## config.mk

```make
export PLATFORM = sky130hd
export DESIGN_NAME = serial_gamepad_frame_parser_unit
export DESIGN_NICKNAME = d
export VERILOG_FILES = /design/src/sgp_pkg.sv /design/src/serial_gamepad_frame_parser_unit.sv
export SDC_FILE = /design/constraint.sdc
export NUM_CORES = 1
export LEC_CHECK = 0
export BUFFER_PORTS_ARGS = -buffer_cell sky130_fd_sc_hd__clkbuf_2
export CAP_MARGIN = 20
export CORE_MARGIN = 10
export CORE_UTILIZATION = 51
export DETAILED_ROUTE_END_ITERATION = 8
export PLACE_DENSITY = 0.89
export SKIP_LAST_GASP = 1
export SLEW_MARGIN = 15
export SYNTH_ARGS = -nofsm -noshare
export SYNTH_HDL_FRONTEND = slang
export SYNTH_SLANG_ARGS = --single-unit
```

## constraint.sdc

```tcl
create_clock -name clock -period 1.7 [get_ports clock]
set_input_delay 0.17 -clock clock [delete_from_list [all_inputs] [get_ports clock]]
set_output_delay 0.17 -clock clock [all_outputs]
set_load 0.01 [all_outputs]
```

## src/sgp_pkg.sv

```systemverilog
// shared types and constants for the serial gamepad frame parser
package sgp_pkg;

   // header bytes
   localparam logic [7:0] HDR_M = 8'h6D;
   localparam logic [7:0] HDR_B = 8'h62;
   localparam logic [7:0] HDR_A = 8'h61;
   localparam logic [7:0] HDR_O = 8'h6F;

   // flips the sign bit, i.e. subtracts 32768 mod 2^16
   localparam logic [15:0] AXIS_OFFSET = 16'h8000;

   localparam int unsigned BYTE_W   = 8;
   localparam int unsigned AXIS_W   = 16;
   localparam int unsigned REPORT_W = 4 * BYTE_W + 4 * AXIS_W;

   // frame position; codes 12 to 15 are unreachable
   typedef enum logic [3:0] {
      POS_HDR0     = 4'd0,
      POS_HDR1     = 4'd1,
      POS_BTN_A    = 4'd2,
      POS_BTN_B    = 4'd3,
      POS_TRIG_L   = 4'd4,
      POS_TRIG_R   = 4'd5,
      POS_LX       = 4'd6,
      POS_LY       = 4'd7,
      POS_RX_LO    = 4'd8,
      POS_RX_HI    = 4'd9,
      POS_RY_LO    = 4'd10,
      POS_RY_HI    = 4'd11
   } frame_pos_type;

endpackage

```

## src/serial_gamepad_frame_parser_unit.sv

```systemverilog
// serial gamepad frame parser: byte stream in, full pad report out per byte
//
// Every accepted request byte yields exactly one report. A byte passes an input
// register, then decode updates the held report, which is itself the output
// register. Throughput is one byte per clock while the receiver keeps rsp_tready
// high. While a finished report waits on rsp_tready the input register still
// takes one byte if it is empty; once both registers hold data, req_tready
// follows rsp_tready in the same cycle, so a stall passes straight back to the
// sender and adds no bubble after it clears.
// A frame is a two-byte header ('m' or 'b', then 'a') and ten payload
// bytes: two button bytes, two triggers (doubled), left stick X/Y as
// (byte-128)*256, right stick X/Y as little-endian words minus 32768. While a
// right stick word is half received, its field shows the raw low byte. An 'o'
// in place of the 'a' flags a boot request on that one report (rsp_tuser) and
// restarts header search.
module serial_gamepad_frame_parser_unit
   import sgp_pkg::*;
(
   input  logic                clock,
   input  logic                reset,
   // request channel
   input  logic                req_tvalid,
   output logic                req_tready,
   input  logic [7:0]          req_tdata,   // [7:0] rx_byte
   // report channel
   output logic                rsp_tvalid,
   input  logic                rsp_tready,
   // [7:0] buttons_a, [15:8] buttons_b, [23:16] left_trigger,
   // [31:24] right_trigger, [47:32] left_x, [63:48] left_y,
   // [79:64] right_x, [95:80] right_y
   output logic [REPORT_W-1:0] rsp_tdata,
   output logic                rsp_tuser    // [0] boot_request
);

   // input register
   logic             in_valid_ff, in_valid_in;
   logic [7:0]       in_byte_ff;

   // decode stage fires when the output register is free or being drained
   logic             advance;
   logic             fire;

   // frame position and held report
   frame_pos_type    pos_ff, pos_in;
   logic [7:0]       btn_a_ff, btn_a_in;
   logic [7:0]       btn_b_ff, btn_b_in;
   logic [7:0]       trig_l_ff, trig_l_in;
   logic [7:0]       trig_r_ff, trig_r_in;
   logic [15:0]      lx_ff, lx_in;
   logic [15:0]      ly_ff, ly_in;
   logic [15:0]      rx_ff, rx_in;
   logic [15:0]      ry_ff, ry_in;
   logic             boot_ff, boot_in;
   logic             out_valid_ff, out_valid_in;

   assign advance    = !out_valid_ff || rsp_tready;
   assign fire       = in_valid_ff && advance;
   assign req_tready = !in_valid_ff || advance;

   assign in_valid_in  = (req_tvalid && req_tready) || (in_valid_ff && !advance);
   assign out_valid_in = fire || (out_valid_ff && !rsp_tready);

   // next frame position
   always_comb begin
      unique case (pos_ff)
         POS_HDR0:   pos_in = (in_byte_ff == HDR_M || in_byte_ff == HDR_B) ? POS_HDR1
                                                                         : POS_HDR0;
         POS_HDR1:   pos_in = (in_byte_ff == HDR_A) ? POS_BTN_A : POS_HDR0;
         POS_BTN_A:  pos_in = POS_BTN_B;
         POS_BTN_B:  pos_in = POS_TRIG_L;
         POS_TRIG_L: pos_in = POS_TRIG_R;
         POS_TRIG_R: pos_in = POS_LX;
         POS_LX:     pos_in = POS_LY;
         POS_LY:     pos_in = POS_RX_LO;
         POS_RX_LO:  pos_in = POS_RX_HI;
         POS_RX_HI:  pos_in = POS_RY_LO;
         POS_RY_LO:  pos_in = POS_RY_HI;
         POS_RY_HI:  pos_in = POS_HDR0;
         default:    pos_in = POS_HDR0;   // unused codes resync
      endcase
   end

   // report field updates
   always_comb begin
      btn_a_in  = btn_a_ff;
      btn_b_in  = btn_b_ff;
      trig_l_in = trig_l_ff;
      trig_r_in = trig_r_ff;
      lx_in     = lx_ff;
      ly_in     = ly_ff;
      rx_in     = rx_ff;
      ry_in     = ry_ff;
      boot_in   = 1'b0;
      unique case (pos_ff)
         POS_HDR0:   ;
         POS_HDR1:   boot_in   = (in_byte_ff == HDR_O);
         POS_BTN_A:  btn_a_in  = in_byte_ff;
         POS_BTN_B:  btn_b_in  = in_byte_ff;
         POS_TRIG_L: trig_l_in = {in_byte_ff[6:0], 1'b0};
         POS_TRIG_R: trig_r_in = {in_byte_ff[6:0], 1'b0};
         POS_LX:     lx_in     = {in_byte_ff, 8'h00} ^ AXIS_OFFSET;
         POS_LY:     ly_in     = {in_byte_ff, 8'h00} ^ AXIS_OFFSET;
         POS_RX_LO:  rx_in     = {8'h00, in_byte_ff};
         POS_RX_HI:  rx_in     = ({in_byte_ff, 8'h00} | rx_ff) ^ AXIS_OFFSET;
         POS_RY_LO:  ry_in     = {8'h00, in_byte_ff};
         POS_RY_HI:  ry_in     = ({in_byte_ff, 8'h00} | ry_ff) ^ AXIS_OFFSET;
         default:    ;
      endcase
   end

   // control state
   always_ff @(posedge clock) begin
      if (reset) begin
         in_valid_ff  <= 1'b0;
         out_valid_ff <= 1'b0;
         pos_ff       <= POS_HDR0;
         btn_a_ff     <= '0;
         btn_b_ff     <= '0;
         trig_l_ff    <= '0;
         trig_r_ff    <= '0;
         lx_ff        <= '0;
         ly_ff        <= '0;
         rx_ff        <= '0;
         ry_ff        <= '0;
         boot_ff      <= 1'b0;
      end else begin
         in_valid_ff  <= in_valid_in;
         out_valid_ff <= out_valid_in;
         if (fire) begin
            pos_ff    <= pos_in;
            btn_a_ff  <= btn_a_in;
            btn_b_ff  <= btn_b_in;
            trig_l_ff <= trig_l_in;
            trig_r_ff <= trig_r_in;
            lx_ff     <= lx_in;
            ly_ff     <= ly_in;
            rx_ff     <= rx_in;
            ry_ff     <= ry_in;
            boot_ff   <= boot_in;
         end
      end
   end

   // input byte register, loaded on each accepted request
   always_ff @(posedge clock) begin
      if (req_tvalid && req_tready) begin
         in_byte_ff <= req_tdata;
      end
   end

   // the held report is the output register
   assign rsp_tvalid = out_valid_ff;
   assign rsp_tdata  = {ry_ff, rx_ff, ly_ff, lx_ff, trig_r_ff, trig_l_ff, btn_b_ff, btn_a_ff};
   assign rsp_tuser  = boot_ff;

endmodule

```

==> results of run 1 <==
## cell type report
class	count	area share, %
multi-input combinational	233	33.56
timing repair buffer	121	15.70
inverter	2	0.1688
tap	96	2.700
clock buffer	9	2.785
sequential	93	43.68
clock inverter	6	1.406
## cell families (layout without fill, tap and decap cells)
logic type / Yosys count / after routing / synth area share, %
and+or+nand+nor: 124 / 124 / 17.38
DFF: 93 / 93 / 53.31
AOI/OAI and AO/OA: 29 / 29 / 4.466
other: 1 / 18 / 0.1030
muxes: 62 / 62 / 17.04
buffers and inverters: 48 / 138 / 7.695
## layer usage
layer / share of wire (%) / wire [um] / global-route usage [%]
met5: 0 / 0 / 0
met2: 49 / 4730 / 28.42
met4: 1.2 / 116 / 5.169
met1: 39 / 3742 / 18.87
met3: 11 / 1084 / 8.736
## final timing paths
kind,slack (ns),end
min,0.05,rsp_tuser
max reg2reg,0.09,rx_ff[0]
min reg2reg,0.47,rsp_tuser
max,0.09,rx_ff[0]
## worst reg2reg max path, stage by stage, from the launching register on
cell and delay, ns:
sky130_fd_sc_hd__dfxtp_1 0.51, sky130_fd_sc_hd__nor3b_2 0.28, sky130_fd_sc_hd__nand4_2 0.37, sky130_fd_sc_hd__mux2i_1 0.28, sky130_fd_sc_hd__nor2_1 0.05
## repair_timing
action                                  CTS  global route
hold buffers                              8             0
resized for setup                         0             2
setup buffers                             0             0
endpoints found under the hold margin     8             0
endpoints found under the setup margin    0             8
## flip-flops by register name, summed over array words and instances (netlist names)
register	count
btn_a_ff	8
btn_b_ff	8
in_byte_ff	8
in_valid_ff	1
lx_ff	8
ly_ff	8
pos_ff	4
rsp_tuser	1
rsp_tvalid	1
rx_ff	16
ry_ff	16
trig_l_ff	7
trig_r_ff	7
## power groups by stage
stage | clock, mW | sequential, mW | combinational (mW)
floorplan | 0 | 2.28 | 0.126
global placement | 0 | 2.29 | 0.160
detailed placement | 0 | 2.29 | 0.162
CTS | 1.45 | 2.24 | 0.178
global route | 1.55 | 2.24 | 0.195
finish | 1.42 | 2.24 | 0.180
## cells in the final DEF, fill, tap and decap left out, types with 2 or more instances in the layout
cell,Yosys,routed
sky130_fd_sc_hd__or2_0,2,2
sky130_fd_sc_hd__clkinv_2,0,2
sky130_fd_sc_hd__nor3_1,7,7
sky130_fd_sc_hd__dlygate4sd3_1,0,8
sky130_fd_sc_hd__nand4_2,4,3
sky130_fd_sc_hd__or4_1,3,3
sky130_fd_sc_hd__clkbuf_8,0,9
sky130_fd_sc_hd__o21bai_1,2,2
sky130_fd_sc_hd__nor2b_1,3,3
sky130_fd_sc_hd__nand2_1,6,6
sky130_fd_sc_hd__dfxtp_1,85,84
sky130_fd_sc_hd__o21ai_0,2,2
sky130_fd_sc_hd__conb_1,1,18
sky130_fd_sc_hd__nor2_1,78,78
sky130_fd_sc_hd__nand4_1,4,4
sky130_fd_sc_hd__inv_1,2,2
sky130_fd_sc_hd__nand4_4,1,2
sky130_fd_sc_hd__a21oi_1,22,22
sky130_fd_sc_hd__buf_4,20,21
sky130_fd_sc_hd__clkbuf_2,0,92
sky130_fd_sc_hd__and2_1,3,3
sky130_fd_sc_hd__edfxtp_1,8,8
sky130_fd_sc_hd__mux2i_1,62,62
## metrics by stage
stage / util [%] / power [mW]
floorplan: - / 2.410
global placement: 60.73 / 2.445
detailed placement: 60.73 / 2.448
CTS: 64.61 / 3.862
global route: 64.75 / 3.983
finish: 64.75 / 3.836
## synth_stat cells, types with 2 or more instances
cell,n
sky130_fd_sc_hd__dfxtp_1,85
sky130_fd_sc_hd__nor2_1,78
sky130_fd_sc_hd__mux2i_1,62
sky130_fd_sc_hd__a21oi_1,22
sky130_fd_sc_hd__buf_4,20
sky130_fd_sc_hd__clkbuf_1,16
sky130_fd_sc_hd__buf_2,8
sky130_fd_sc_hd__edfxtp_1,8
sky130_fd_sc_hd__nor3_1,7
sky130_fd_sc_hd__nand2_1,6
sky130_fd_sc_hd__nand4_1,4
sky130_fd_sc_hd__nand4_2,4
sky130_fd_sc_hd__and2_1,3
sky130_fd_sc_hd__nor2b_1,3
sky130_fd_sc_hd__or4_1,3
sky130_fd_sc_hd__buf_6,2
sky130_fd_sc_hd__inv_1,2
sky130_fd_sc_hd__o21ai_0,2
sky130_fd_sc_hd__o21bai_1,2
sky130_fd_sc_hd__or2_0,2
==> metrics.md, run 1 <==
| Metric | Value |
|---|---|
| Status | `complete, no violations` |
| Worst reg2reg path depth | `4` |
| Number of max-slew violations in the final report | `0` |
| TritonCTS clock tree | `built` |
| Count of pins on the block boundary | `111` |
| Final-report hold violation count | `0` |
| Average cell area after synthesis | `approximately 10 sq um` |
| Crit path from | `pos_ff[3]` |
| Register bit total from synthesis | `93` |
| Arrival time of the worst setup path | `1.85 ns` |
| Post-placement cell count | `537` |
| Hold Path Depth | `2` |
| Largest clock skew in the final design | `0.006590 ns` |
| Data required time at the worst endpoint | `1.94 ns` |
| Count of buffers inserted at the top-level ports | `92` |
| Worst path top cell family by delay | `simple AND/OR/NAND/NOR gates` |
| Source-to-sink clock delay at the later pin of the worst-skew pair | `0.35 ns` |
| Via density per instance | `5.086` |
| Clock tree root driver cell | `sky130_fd_sc_hd__clkbuf_8` |
| Leftover overflow at the end of global routing | `0` |
| First-pass GRT wire length | `between 15,000 and 20,000 um` |
| Number of flops mapped to enable cells by yosys | `8` |
| Maximum count of clock buffers along a single path | `2` |
| Total of warnings raised by yosys | `0` |
| Number of nets still failing antenna checks after routing | `0` |
| Final weighted congestion of routability-driven global placement | `0.8495` |
| Setup-violating endpoint count in the final report | `0` |
| Vias in the first global route | `2,897` |
| Number of vias in the routed layout | `2,848` |
| MaxCap Viol Count | `0` |
| Post-layout worst setup margin | `about 0.095 ns` |
| FF-to-FF Start | `pos_ff[3]` |
| Fraction of final layout cells with drive strength greater than 1 | `29.96%` |
| Post-route DRC | `0` |
| Half-perimeter wire length after placement | `7163 um` |
| Clock Power Share | `37.0%` |
| Instance area after placement | `4172 sq um` |
| Number of buffers created by CTS | `9` |
| Initial drt markers | `114` |
| Ys async rst share | `0%` |
| Antenna diodes | `0` |
| Number of standard-cell rows in the floorplan | `30` |
| Share of the synthesized area in the top cell type | `46.72%` |
| Synth Instances | `357` |
| CP endpoint kind | `register` |
| Chip height | `104.5 um` |
| Biggest area contributors in the synthesized netlist | `sky130_fd_sc_hd__dfxtp_1, sky130_fd_sc_hd__mux2i_1, sky130_fd_sc_hd__nor2_1` |
| Proportion of synthesized chip area in sequential cells | `between 50% and 60%` |
| Filler Cell Count | `573` |
| Main synth FF type | `sky130_fd_sc_hd__dfxtp_1` |
| Final period utilization | `94.42%` |
| Number of antenna violations at the first check in global routing | `0` |
| Storage element area | `around 1900 sq um` |
| CP max stage delay | `approximately 0.5 ns` |
| Static power due to leakage | `2.364 nW` |
| Area of the core region | `6869 sq um` |
| Post-layout instance count excluding filler cells | `560` |
| Avg WL per Cell | `17.27 um` |
| Setup TNS | `0 ns` |
| Logic gate share of total power | `4.7%` |
| Critical-path top delay cell | `sky130_fd_sc_hd__dfxtp_1` |
| Number of distinct library cells after synthesis | `38` |
| Area of the die | `10,920 sq um` |
| Multi-input logic area | `1493 sq um` |
| Synthesis-to-finish area growth | `22.12%` |
| Buf/Inv on CP | `0` |
| Final min period | `1.605 ns` |
| Summed instance area of the synthesized netlist | `3642 sq um` |
| Clock-pin transition on the worst setup and hold timing paths | `0.09 ns` |
| Initial Utilization | `53.02%` |
| Class of the tightest hold or removal check | `in -> reg` |
| Worst min-delay path startpoint | `reset` |
| Finished Cell Area | `4448 sq um` |
| Type of the setup path with the least slack | `reg -> reg` |
| Horiz. Die Dim | `104.5 um` |
| Aggregate global-route resource usage | `17.20%` |
| Worst Hold Margin | `0.05208 ns` |
| Number of iterations in the first detailed-routing pass | `4` |
| Routed WL | `9673 um` |
| CP Cell Sequence | `nor3b_2, nand4_2, mux2i_1, nor2_1` |
| Power per standard cell area | `862.4 nW/um^2` |
| Worst slack after detailed placement | `0.1085 ns` |
| Fmax | `about 620 MHz` |
| Nets | `472` |
| Kind of start point of the critical path | `register` |
| Clock sink total | `93` |
| Internal power component | `roughly 3.0 mW` |
| Switching component of the power | `881.9 uW` |
| Maximum number of pins on one net before global-route repair | `34` |
| Largest fanout on the critical path | `11` |
| Clock H-tree levels | `3` |
| Largest area contributor in the netlist | `sky130_fd_sc_hd__dfxtp_1` |
| Stages on worst setup path | `4` |
| IR drop worst, VDD | `0.5116 mV` |
| Switching Fraction | `a little under a quarter` |
| RSZ-0062 raised after global routing | `true` |
| Fraction of power consumed by sequential logic | `between 50% and 60%` |
Note: power is estimated with default switching activity, not from simulation.
==> inputs of run 2 (changes only) <==
Settings changed: HOLD_SLACK_MARGIN set to 0.08.
==> metrics.md, run 2 (same netlist as run 1, synthesis figures left out) <==
| Metric | Value |
|---|---|
| Routed WL | `9722 um` |
| Storage element area | `1943 sq um` |
| Number of buffers created by CTS | `9` |
| Post-route DRC | `0` |
| Number of vias in the routed layout | `2,844` |
| Area of the die | `10,920 sq um` |
| Leading registers by flop count | `rx_ff (16), ry_ff (16)` |
| Final weighted congestion of routability-driven global placement | `0.8495` |
| Vias in the first global route | `approximately 2,900` |
| RSZ-0062 raised after global routing | `true` |
| Avg WL per Cell | `17.30 um` |
| Final-report hold violation count | `0` |
| Worst Hold Margin | `roughly 0.16 ns` |
| Number of standard-cell rows in the floorplan | `30` |
| Synthesis-to-finish area growth | `22.67%` |
| TritonCTS clock tree | `built` |
| Kind of start point of the critical path | `register` |
| Multi-input logic area | `1493 sq um` |
| Static power due to leakage | `around 2.4 nW` |
| Setup-violating endpoint count in the final report | `0` |
| Number of buffers inserted to repair setup after CTS | `0` |
| Aggregate global-route resource usage | `roughly 17%` |
| Worst slack after detailed placement | `between 0.1 and 0.15 ns` |
| Class of the tightest hold or removal check | `in -> reg` |
| Clock H-tree levels | `3` |
| Fraction of final layout cells with drive strength greater than 1 | `between 20 and 30%` |
| Clock tree root driver cell | `sky130_fd_sc_hd__clkbuf_8` |
| Initial Utilization | `53.02%` |
| Largest fanout on the critical path | `11` |
| Via density per instance | `slightly above 5` |
| Nets | `474` |
| IR drop worst, VDD | `0.5171 mV` |
| Initial drt markers | `163` |
| Final period utilization | `95.18%` |
| Number of nets still failing antenna checks after routing | `0` |
| Data required time at the worst endpoint | `~1.9 ns` |
| Post-layout worst setup margin | `around 0.082 ns` |
| Half-perimeter wire length after placement | `7163 um` |
| Number of iterations in the first detailed-routing pass | `7` |
| Horiz. Die Dim | `roughly 100 um` |
| Clock-pin transition on the worst setup and hold timing paths | `0.08 ns` |
| First-pass GRT wire length | `between 15,000 and 20,000 um` |
| Fmax | `618.0 MHz` |
| Count of buffers inserted at the top-level ports | `slightly above 90` |
| Post-placement cell count | `537` |
| Largest clock skew in the final design | `0.005934 ns` |
| Maximum number of pins on one net before global-route repair | `34` |
| Type of the setup path with the least slack | `reg -> reg` |
| Util after Layout | `65.05%` |
| Status | `complete, no violations` |
| Maximum count of clock buffers along a single path | `2` |
| Area of the core region | `6869 sq um` |
| Number of antenna violations at the first check in global routing | `0` |
| Arrival time of the worst setup path | `1.85 ns` |
| Clock sink total | `93` |
| Power per standard cell area | `about 860 nW/um^2` |
| Commonest non-fill, non-tap cell in the layout | `sky130_fd_sc_hd__clkbuf_2` |
| Post-layout instance count excluding filler cells | `roughly 560` |
| Antenna diodes | `0` |
| Instance area after placement | `4172 sq um` |
| Finished Cell Area | `4468 sq um` |
| Count of pins on the block boundary | `~110` |
| Chip height | `104.5 um` |
| Source-to-sink clock delay at the later pin of the worst-skew pair | `0.34 ns` |
| MaxCap Viol Count | `0` |
| Filler Cell Count | `570` |
| Final min period | `1.618 ns` |
| Number of max-slew violations in the final report | `0` |
| Leftover overflow at the end of global routing | `0` |
| Most used cells in the layout excluding fill and tap cells | `sky130_fd_sc_hd__clkbuf_2, sky130_fd_sc_hd__dfxtp_1, sky130_fd_sc_hd__nor2_1` |
| CP endpoint kind | `register` |
## run 2: report_power, final
part	switching [mW]	internal [mW]	total [mW]
clock network	0.748	0.673	1.42
logic	0.121	0.0627	0.184
registers	0.0140	2.22	2.24
total	0.883	2.96	3.84
## run 2: worst max-delay path, stage by stage (launching register included)
cell and delay, ns:
sky130_fd_sc_hd__dfxtp_1 0.52, sky130_fd_sc_hd__nor3b_2 0.28, sky130_fd_sc_hd__nand4_2 0.37, sky130_fd_sc_hd__mux2i_1 0.28, sky130_fd_sc_hd__nor2_1 0.05
## run 2: final cells by class
cell class | instances | area share [%]
sequential | 93 | 43.49
clock inverter | 6 | 1.400
clock buffer | 9 | 2.772
timing repair buffer | 123 | 16.07
multi-input combinational | 233 | 33.41
inverter | 2 | 0.1680
tap | 96 | 2.688
## run 2: timing repair
item,4_1_cts,5_1_grt
setup endpoints to repair,0,8
hold buffers,10,0
gates resized for setup,0,2
endpoints found under the hold margin,10,0
## run 2: final timing paths
path	from	endpoint	slack (ns)	cells after the start
setup reg to reg	pos_ff[3]	rx_ff[0]	0.08	4
hold reg to reg	rsp_tuser	rsp_tuser	0.47	2
hold / removal	rsp_tready	rsp_tvalid	0.16	4
setup / recovery	pos_ff[3]	rx_ff[0]	0.08	4
## run 2: per-layer routing
metal	up-vias	GRT usage, %	part of all wire [%]
met2	108	28.69	49
met3	6	8.674	11
met1	1349	18.87	39
met5	-	0	0
met4	0	5.169	0.69
li1	1381	-	-
## run 2: through the flow
step | total power, mW | setup TNS [ns]
3_5_place_dp | 2.448 | 0
3_3_place_gp | 2.445 | 0
6_report | 3.841 | 0
5_1_grt | 3.987 | -0.07335
4_1_cts | 3.866 | 0
2_1_floorplan | 2.410 | 0
